**src/hw/rtl/scsh_pkg.sv**
```systemverilog
`default_nettype none
package scsh_pkg;

    localparam int FRAC_BITS = 16;
    localparam int CW        = 32;
    localparam int RAD_W     = 31;
    localparam int IN_W      = 384;
    localparam int OUT_W     = 168;

    localparam int UN_W  = FRAC_BITS + 1;
    localparam int UQ_W  = 2 * FRAC_BITS + 1;
    localparam int SQ_W  = 2 * CW - 1;
    localparam int LEN_W = 2 * CW;
    localparam int DR_W  = LEN_W + 1;
    localparam int SR_W  = UN_W + 4;
    localparam int NV    = 2 + UQ_W + UN_W;

    localparam int MP_W  = UN_W + RAD_W;
    localparam int OFM_W = MP_W - FRAC_BITS;
    localparam int CT_W  = CW + 3;
    localparam int PR_W  = CT_W + CW;
    localparam int DW    = PR_W + 1;
    localparam int NS    = 5 + UN_W;

    localparam int MV_W  = UN_W + CW;
    localparam int CO_W  = MV_W - FRAC_BITS;

    typedef struct packed {
        logic        [RAD_W-1:0] radius;
        logic signed [CW-1:0]    ball_x;
        logic signed [CW-1:0]    ball_y;
        logic signed [CW-1:0]    ball_z;
        logic signed [CW-1:0]    move_x;
        logic signed [CW-1:0]    move_y;
        logic signed [CW-1:0]    move_z;
        logic signed [CW-1:0]    wall_x;
        logic signed [CW-1:0]    wall_z;
        logic signed [CW-1:0]    span_x;
        logic signed [CW-1:0]    span_z;
    } ctx_t;

    typedef struct packed {
        logic [2:0]           neg;
        logic [2:0][UN_W-1:0] mag;
    } unit_t;

    typedef struct packed {
        logic [1:0]           hit;
        logic [1:0][UN_W-1:0] ratio;
    } side_t;

    typedef struct packed {
        logic [UN_W-1:0]        pass_ratio;
        logic signed [UN_W:0]   normal_z;
        logic signed [UN_W:0]   normal_y;
        logic signed [UN_W:0]   normal_x;
        logic signed [CW-1:0]   centre_z;
        logic signed [CW-1:0]   centre_y;
        logic signed [CW-1:0]   centre_x;
        logic                   hit;
    } res_t;

endpackage
`default_nettype wire

```
**src/hw/rtl/scsh_pick.sv**
```systemverilog
`default_nettype none
module scsh_pick (
    input  logic            aclk,
    input  logic            aresetn,
    input  logic            en,
    input  logic            in_valid,
    input  scsh_pkg::ctx_t  in_ctx,
    input  scsh_pkg::unit_t in_unit,
    input  scsh_pkg::side_t in_side,
    output logic            out_valid,
    output scsh_pkg::res_t  out_res
);
    import scsh_pkg::*;

    logic signed [UN_W:0]   us [3];
    logic signed [CW-1:0]   mv [3];
    logic signed [CW-1:0]   bl [3];
    logic [CW-1:0]          mm [3];
    logic                   take1;
    logic                   any_hit;
    logic [UN_W-1:0]        s_sel;

    logic                   p_valid_reg;
    logic                   p_any_reg;
    logic [UN_W-1:0]        p_s_reg;
    logic signed [UN_W:0]   p_n_reg [3];
    logic [MV_W-1:0]        p_prod_reg [3];
    logic [2:0]             p_mneg_reg;
    logic signed [CW-1:0]   p_ball_reg [3];

    logic [MV_W-1:0]        q_round [3];
    logic signed [CW+1:0]   q_off [3];
    logic signed [CW+1:0]   q_sum [3];
    logic signed [CW-1:0]   q_sat [3];
    res_t                   res_next;

    logic                   out_valid_reg;
    res_t                   out_res_reg;

    always_comb begin
        mv[0] = in_ctx.move_x;
        mv[1] = in_ctx.move_y;
        mv[2] = in_ctx.move_z;
        bl[0] = in_ctx.ball_x;
        bl[1] = in_ctx.ball_y;
        bl[2] = in_ctx.ball_z;
        for (int i = 0; i < 3; i++) begin
            us[i] = in_unit.neg[i] ? -$signed({1'b0, in_unit.mag[i]})
                                   :  $signed({1'b0, in_unit.mag[i]});
            mm[i] = mv[i][CW-1] ? (~mv[i] + 1'b1) : mv[i];
        end
        take1   = in_side.hit[0] && (!in_side.hit[1] || in_side.ratio[0] <= in_side.ratio[1]);
        any_hit = in_side.hit[0] || in_side.hit[1];
        s_sel   = take1 ? in_side.ratio[0] : in_side.ratio[1];
    end

    always_comb begin
        for (int i = 0; i < 3; i++) begin
            q_round[i] = p_prod_reg[i] + (MV_W'(1) << (FRAC_BITS - 1));
            q_off[i]   = p_mneg_reg[i] ? -$signed({1'b0, q_round[i][MV_W-1:FRAC_BITS]})
                                       :  $signed({1'b0, q_round[i][MV_W-1:FRAC_BITS]});
            q_sum[i]   = (CW+2)'(p_ball_reg[i]) + q_off[i];
            if (q_sum[i][CW+1:CW-1] == 3'b000 || q_sum[i][CW+1:CW-1] == 3'b111) begin
                q_sat[i] = q_sum[i][CW-1:0];
            end else if (q_sum[i][CW+1]) begin
                q_sat[i] = {1'b1, {(CW-1){1'b0}}};
            end else begin
                q_sat[i] = {1'b0, {(CW-1){1'b1}}};
            end
        end
        res_next.hit        = p_any_reg;
        res_next.centre_x   = p_any_reg ? q_sat[0] : '0;
        res_next.centre_y   = p_any_reg ? q_sat[1] : '0;
        res_next.centre_z   = p_any_reg ? q_sat[2] : '0;
        res_next.normal_x   = p_any_reg ? p_n_reg[0] : '0;
        res_next.normal_y   = p_any_reg ? p_n_reg[1] : '0;
        res_next.normal_z   = p_any_reg ? p_n_reg[2] : '0;
        res_next.pass_ratio = p_any_reg ? p_s_reg : '0;
    end

    always_ff @(posedge aclk) begin
        if (!aresetn) begin
            p_valid_reg   <= 1'b0;
            out_valid_reg <= 1'b0;
        end else if (en) begin
            p_valid_reg   <= in_valid;
            out_valid_reg <= p_valid_reg;
        end
    end

    always_ff @(posedge aclk) begin
        if (en) begin
            p_any_reg  <= any_hit;
            p_s_reg    <= s_sel;
            p_n_reg[0] <= take1 ? -us[2] : us[2];
            p_n_reg[1] <= us[1];
            p_n_reg[2] <= take1 ? us[0] : -us[0];
            for (int i = 0; i < 3; i++) begin
                p_prod_reg[i] <= s_sel * mm[i];
                p_mneg_reg[i] <= mv[i][CW-1];
                p_ball_reg[i] <= bl[i];
            end
            out_res_reg <= res_next;
        end
    end

    assign out_valid = out_valid_reg;
    assign out_res   = out_res_reg;

endmodule
`default_nettype wire

```
**config.mk**
```make
export PLATFORM = sky130hd
export DESIGN_NAME = scsh_pick
export DESIGN_NICKNAME = d
export VERILOG_FILES = /design/src/hw/rtl/scsh_pkg.sv /design/src/hw/rtl/scsh_pick.sv
export SDC_FILE = /design/constraint.sdc
export NUM_CORES = 2
export LEC_CHECK = 0
export BUFFER_PORTS_ARGS = -buffer_cell sky130_fd_sc_hd__clkbuf_2
export CORE_MARGIN = 4
export CORE_UTILIZATION = 45
export DETAILED_ROUTE_END_ITERATION = 10
export PLACE_DENSITY = 0.71
export SYNTH_ARGS = -nofsm -noshare
export SYNTH_HDL_FRONTEND = slang
export SYNTH_SLANG_ARGS = --single-unit
```
**constraint.sdc**
```tcl
create_clock -name aclk -period 12.29 [get_ports aclk]
set_input_delay 3.687 -clock aclk [delete_from_list [all_inputs] [get_ports aclk]]
set_output_delay 3.687 -clock aclk [all_outputs]
set_load 0.01 [all_outputs]
```
== Word-level counts from Yosys, hierarchy flattened ==
Memories as Yosys holds them, arrays and structs flattened. A register that Yosys moved wholly into a read port is not among the register bits.
Index checks and enable logic that the tools add are counted.
Operators by class
  $add $sub $neg: 17
  order comparisons: 1
  bitwise operators: 3
  equal/unequal tests: 3
  multipliers: 3
  reductions and logical operators: 13
  shift operators: 0
  div/mod/pow operators: 0
  muxes and demuxes: 20
Operators by type and width (count)
  32-bit two-way mux: 9
  49-bit by 16-bit adder with 49-bit output, second input constant: 3
  17-bit by 32-bit multiplier with 49-bit output: 3
  32-bit by 34-bit adder with 34-bit output: 3
  34-bit two-way mux: 3
  33-bit negation with 34-bit output: 3
  32-bit by 1-bit adder with 32-bit output, second input constant: 3
  32-bit inverter: 3
  18-bit two-way mux: 5
  17-bit negation with 18-bit output: 3
  18-bit negation: 2
  17-bit <= comparator: 1
  17-bit two-way mux: 1
  3-bit equality test, second input constant: 3
  3-bit logical NOT: 3
  1-bit logical OR: 5
  1-bit logical NOT: 4
  1-bit two-way mux: 2
  1-bit logical AND: 1
Storage, ports and cells
  latch bits: 0
  memories: 3
  RAM bits: 297
  bits in registers: 137
  bits in read-only memories: 0
Memories
  p_prod_reg: depth 3, width 49, read ports 3, clocked after Yosys merged registers in 0, wr ports 3, RTL line scsh_pick.sv:27  | logic [MV_W-1:0] p_prod_reg [3];
  p_ball_reg: depth 3, width 32, read ports 3, clocked after Yosys merged registers in 0, wr ports 3, RTL line scsh_pick.sv:29  | logic signed [CW-1:0] p_ball_reg [3];
  p_n_reg: depth 3, width 18, read ports 3, clocked after Yosys merged registers in 3, wr ports 3, RTL line scsh_pick.sv:26  | logic signed [UN_W:0] p_n_reg [3];

== Longest topological paths before layout ==
  depth after elaboration: 7
  depth in mapped cells: 39

== Worst setup path after synthesis ==
OpenSTA, ideal clock, no wires.
  kind: input-to-reg
  start: in in_side[18] (netlist name)
  end: mem p_prod_reg[0][146] (netlist name), data pin
  arrival: 12.371 ns
  path slack: -0.341 ns
  data required time: 12.030 ns
  cell stages on the path: 36
  buffers on the path: 3
  cells stage by stage: inv_1 -> ha_1 -> nor2b_1 -> o21a_1 -> o21a_1 -> o21a_1 -> o21a_1 -> o21ai_0 -> o31ai_1 -> clkbuf_1 -> mux2i_1 -> inv_2 -> clkbuf_1 -> clkbuf_1 -> nand2_1 -> fa_1 -> inv_1 -> fa_1 -> fa_1 -> fa_1 -> fa_1 -> inv_1 -> fa_1 -> inv_1 -> ha_1 -> nand4_1 -> nor4_1 -> a21oi_1 -> a31oi_1 -> a31o_2 -> a22oi_1 -> o41ai_1 -> a21oi_1 -> o21ai_0 -> a21oi_1 -> xnor2_1
RTL lines
  start: declaration: RTL line scsh_pick.sv:9  | input scsh_pkg::side_t in_side,
  end: declaration: RTL line scsh_pick.sv:27

==> impl_metrics.prom <==
# TYPE chip_impl_metric gauge
chip_impl_metric{name="number_of_enable_type_register_cells_in_the_synthesized_netlist",unit=""} 441
chip_impl_metric{name="final_area",unit="um2"} 90170
chip_impl_metric{name="worstMarginPinSlew",unit="ns"} 1.407
chip_impl_metric{name="syn2layout_area_growth",unit="%"} 16.33
chip_impl_metric{name="synth_area_per_cell",unit="um2"} 9.038
chip_impl_info{name="synth_area_leaders",value="sky130_fd_sc_hd__fa_1 (35%), sky130_fd_sc_hd__edfxtp_1 (17%), sky130_fd_sc_hd__ha_1 (7.9%)"} 1
chip_impl_metric{name="worstPathArrival",unit="ns"} 12.45
chip_impl_metric{name="nets",unit=""} 11780
chip_impl_info{name="timing.critical_path.slowest_stage_cell",value="sky130_fd_sc_hd__or4_4"} 1
chip_impl_metric{name="timing.final.crit_share",unit="%"} 97.97
chip_impl_metric{name="cts.clk_slew.worst_paths",unit="ns"} 0.07
chip_impl_metric{name="postSynth.asyncResetShare",unit="%"} 0
chip_impl_metric{name="synth_top_area_share",unit="%"} 34.71
chip_impl_metric{name="gp_congestion",unit=""} 0.9563
chip_impl_metric{name="period_needed",unit="ns"} 12.04
chip_impl_metric{name="largest_register_ff_count",unit=""} 168
chip_impl_metric{name="max_clock_freq",unit="MHz"} 83.05
chip_impl_metric{name="fp.dieArea",unit="um2"} 179000
chip_impl_metric{name="routed-via-count",unit=""} 63810
chip_impl_metric{name="place_hpwl",unit="um"} 186900
chip_impl_info{name="synthFlopType",value="sky130_fd_sc_hd__edfxtp_1"} 1
chip_impl_metric{name="placed_area",unit="um2"} 87930
chip_impl_metric{name="ys_seq_area_share",unit="%"} 17.14
chip_impl_metric{name="route.detailed.drc",unit=""} 0
chip_impl_metric{name="grt_first_pass_wirelength",unit="um"} 355200
chip_impl_metric{name="drv.max_cap_violation_count",unit=""} 0
chip_impl_info{name="path_common_cell",value="sky130_fd_sc_hd__fa_1"} 1
chip_impl_metric{name="yosys.area_share.xor_xnor",unit="%"} 6.869
chip_impl_metric{name="htreeDepth",unit=""} 2
chip_impl_metric{name="crit_path_buffers_inverters",unit=""} 9
chip_impl_metric{name="synth-compound-area-share",unit="%"} 7.963
chip_impl_info{name="synth_top_family_by_area",value="adder cells"} 1
chip_impl_info{name="yosysTopAreaCell",value="sky130_fd_sc_hd__fa_1"} 1
chip_impl_metric{name="post_synth_fa_ha_maj_area_fraction",unit="%"} 42.64
chip_impl_metric{name="route.antenna.remaining_nets",unit=""} 0
chip_impl_metric{name="grt.overflow.total",unit=""} 0
chip_impl_metric{name="mappedNetlistArea",unit="um2"} 77510
chip_impl_metric{name="worst_slew_margin_rel",unit="%"} 5.545
chip_impl_metric{name="detail_route.first_pass.iterations",unit=""} 6
chip_impl_metric{name="globalRouteMet3Util",unit="%"} 4.179
chip_impl_metric{name="i_o_pin_count",unit=""} 614
chip_impl_metric{name="grt.total_usage",unit="%"} 24.95
chip_impl_info{name="cts-root-buf",value="sky130_fd_sc_hd__clkbuf_16"} 1
chip_impl_metric{name="synth_mux_area_share",unit="%"} 0.5682
chip_impl_metric{name="ff_to_ff_setup_slack",unit="ns"} 4.30
chip_impl_metric{name="post_drt_via_cell_ratio",unit=""} 5.371
chip_impl_metric{name="synth.lib_cells_used.distinct",unit=""} 89
chip_impl_metric{name="n_fill_cell",unit=""} 15430
chip_impl_metric{name="layout-drive-gt1-share",unit="%"} 14.99
chip_impl_metric{name="groute.layer.met2.usage",unit="%"} 42.02
chip_impl_metric{name="layout.core_utilization",unit="%"} 52.62
chip_impl_metric{name="ys_warn_count",unit=""} 0
chip_impl_metric{name="dieWidth",unit="um"} 423.0
chip_impl_metric{name="fin_worst_skew",unit="ns"} 0.02251
chip_impl_metric{name="initial_utilization",unit="%"} 45.23
chip_impl_metric{name="ys_seq_elements",unit=""} 443
chip_impl_metric{name="routed_wirelength",unit="um"} 223200
chip_impl_metric{name="placement.io_buffers",unit=""} 454
chip_impl_metric{name="final_number_of_max_transition_violations",unit=""} 0
chip_impl_metric{name="post_drt_wl_per_cell",unit="um"} 18.79
chip_impl_info{name="crit_type",value="primary input to flop"} 1
chip_impl_metric{name="tritoncts.num_buffers",unit=""} 51
chip_impl_metric{name="crit_fanout",unit=""} 5
chip_impl_metric{name="clock-sinks",unit=""} 443
chip_impl_metric{name="cp_data_required_time",unit="ns"} 12.70
chip_impl_metric{name="core-area",unit="um2"} 171400
chip_impl_metric{name="area.sequential",unit="um2"} 13280
chip_impl_metric{name="fp-row-count",unit=""} 152
chip_impl_info{name="cpLargestDelayFamily",value="adder cells"} 1
chip_impl_metric{name="worst_skew_pair.late_latency",unit="ns"} 0.65
chip_impl_metric{name="synth_cells",unit=""} 8576
chip_impl_metric{name="grt_pass1_vias",unit=""} 66640
chip_impl_metric{name="cts_max_path_buffers",unit=""} 3
chip_impl_metric{name="finalHoldViolations",unit=""} 0
chip_impl_info{name="type_of_element_capturing_the_critical_path",value="flop"} 1
chip_impl_metric{name="largest_net_degree_at_the_start_of_global_routing",unit=""} 180
chip_impl_metric{name="number_of_antenna_violations_at_the_first_check_in_global_routing",unit=""} 36
chip_impl_metric{name="drt_iter0_drc",unit=""} 5355
chip_impl_metric{name="fp.dieH",unit="um"} 423.0
chip_impl_info{name="grt-busiest-layer",value="met2"} 1
chip_impl_info{name="run_status",value="complete, no violations"} 1
chip_impl_info{name="setup.worst_path.start_class",value="primary input"} 1
chip_impl_metric{name="setup_viol_count_final",unit=""} 0
chip_impl_info{name="worst_min_path_class",value="flop to flop"} 1
chip_impl_metric{name="slowest_delay",unit="ns"} 0.57
chip_impl_metric{name="synth-simple-area-share",unit="%"} 15.10
chip_impl_metric{name="gr-usage-met1",unit="%"} 30.58
chip_impl_metric{name="multi_input_comb_area",unit="um2"} 57160
chip_impl_metric{name="syn_nets",unit=""} 10860
chip_impl_metric{name="timing.hold.ws",unit="ns"} 0.5131
chip_impl_info{name="cts_tree",value="built"} 1
## per-layer routing
metal,part of all wire (%),up-vias,wire [um]
li1,-,28740,-
met3,8.2,596,18410
met1,38,31770,83730
met2,48,2709,107100
met5,0.017,-,37
met4,6.2,6,13920
## logic make-up (layout without fill, tap and decap cells)
family | count (synthesis) | after routing
simple gates | 2694 | 2694
flops | 443 | 443
fa+ha+maj | 1835 | 1835
buf+inv | 1998 | 2962
mux | 43 | 43
xor+xnor | 607 | 607
other cells | 0 | 30
compound gates | 956 | 956
## worst reg2reg max path, cell delays in order (launching register included)
cell                        delay, ns
sky130_fd_sc_hd__edfxtp_1        0.47
sky130_fd_sc_hd__ha_1            0.39
sky130_fd_sc_hd__and3_1          0.27
sky130_fd_sc_hd__and2_0          0.75
sky130_fd_sc_hd__nand3_2         0.26
sky130_fd_sc_hd__mux2_1          0.38
sky130_fd_sc_hd__o32a_1          0.18
sky130_fd_sc_hd__or4b_1          0.70
sky130_fd_sc_hd__nor2_1          0.25
sky130_fd_sc_hd__mux2i_1         0.21
sky130_fd_sc_hd__a22oi_1         0.10
sky130_fd_sc_hd__xnor2_1         0.16
sky130_fd_sc_hd__ha_1            0.39
sky130_fd_sc_hd__a21oi_1         0.19
sky130_fd_sc_hd__o21ai_0         0.15
sky130_fd_sc_hd__nor2_1          0.14
sky130_fd_sc_hd__o211a_1         0.22
sky130_fd_sc_hd__o31ai_1         0.13
sky130_fd_sc_hd__o311a_1         0.33
sky130_fd_sc_hd__o21ai_0         0.37
sky130_fd_sc_hd__nand2_1         0.12
sky130_fd_sc_hd__a2111oi_0       0.45
sky130_fd_sc_hd__or3_1           0.89
sky130_fd_sc_hd__a31o_1          0.32
## layout by cell type (no fill, tap or decap), types with 52 or more instances in the layout
cell type / instances
sky130_fd_sc_hd__a21oi_1: 201
sky130_fd_sc_hd__nand3_1: 113
sky130_fd_sc_hd__nor2_1: 780
sky130_fd_sc_hd__buf_12: 57
sky130_fd_sc_hd__edfxtp_1: 441
sky130_fd_sc_hd__o21ai_0: 263
sky130_fd_sc_hd__buf_4: 715
sky130_fd_sc_hd__clkbuf_16: 52
sky130_fd_sc_hd__clkbuf_2: 453
sky130_fd_sc_hd__xor2_1: 227
sky130_fd_sc_hd__and3_1: 53
sky130_fd_sc_hd__fa_1: 1344
sky130_fd_sc_hd__a21o_1: 126
sky130_fd_sc_hd__inv_1: 1617
sky130_fd_sc_hd__nor3_1: 79
sky130_fd_sc_hd__nand2_1: 1250
sky130_fd_sc_hd__xnor2_1: 375
sky130_fd_sc_hd__and2_1: 116
sky130_fd_sc_hd__nand2b_1: 52
sky130_fd_sc_hd__ha_1: 489
## timing repair
| action | 4_1_cts | 5_1_grt |
|---|---|---|
| hold buffers | 0 | 0 |
| resized for setup | 0 | 56 |
| setup buffers | 0 | 13 |
| endpoints found under the setup margin | 0 | 35 |
## Yosys cell counts, types with 49 or more instances
library cell                  n
sky130_fd_sc_hd__ha_1       491
sky130_fd_sc_hd__and3_1      53
sky130_fd_sc_hd__edfxtp_1   441
sky130_fd_sc_hd__fa_1      1344
sky130_fd_sc_hd__nand2_1   1250
sky130_fd_sc_hd__nand3_1    115
sky130_fd_sc_hd__and2_1     116
sky130_fd_sc_hd__nand2b_1    54
sky130_fd_sc_hd__clkbuf_1   302
sky130_fd_sc_hd__inv_1     1622
sky130_fd_sc_hd__o31ai_1     49
sky130_fd_sc_hd__xor2_1     227
sky130_fd_sc_hd__a21oi_1    204
sky130_fd_sc_hd__nor2_1     780
sky130_fd_sc_hd__nor3_1      79
sky130_fd_sc_hd__o21ai_0    269
sky130_fd_sc_hd__xnor2_1    379
sky130_fd_sc_hd__a21o_1     126
## per-stage QoR
step	std cells	setup WS, ns	setup TNS, ns
after floorplan	8576	0.01435	0
after global placement	11740	-0.6348	-13.36
after detailed placement	11740	-0.6736	-15.25
after CTS	11840	0.007574	0
after global routing	11880	-0.008777	-0.009368
final	11880	0.2489	0
## final timing paths
| kind | from | end | cells after the start |
|---|---|---|---|
| setup / recovery | in_ctx[170] | p_prod_reg[0][97]$_DFFE_PP_ | 35 |
| hold / removal | p_n_reg[1][8]$_DFFE_PP_ | out_res[123]$_SDFFCE_PN0P_ | 1 |
| setup reg to reg | p_prod_reg[0][15]$_DFFE_PP_ | out_res[17]$_SDFFCE_PN0P_ | 23 |
| hold reg to reg | p_n_reg[1][8]$_DFFE_PP_ | out_res[123]$_SDFFCE_PN0P_ | 1 |
## layout make-up
cell class / instances / share of cell area, %
Clock inverter: 35 / 0.4621
Sequential cell: 443 / 14.73
Clock buffer: 61 / 1.457
Antenna cell: 30 / 0.08326
Inverter: 1632 / 6.797
Multi-Input combinational cell: 6135 / 63.40
Timing Repair Buffer: 1234 / 9.865
Tap cell: 2310 / 3.205
Power is left out: the tool's default activity adds up to more than one toggle a clock period on the data nets, which glitch-free logic cannot reach.
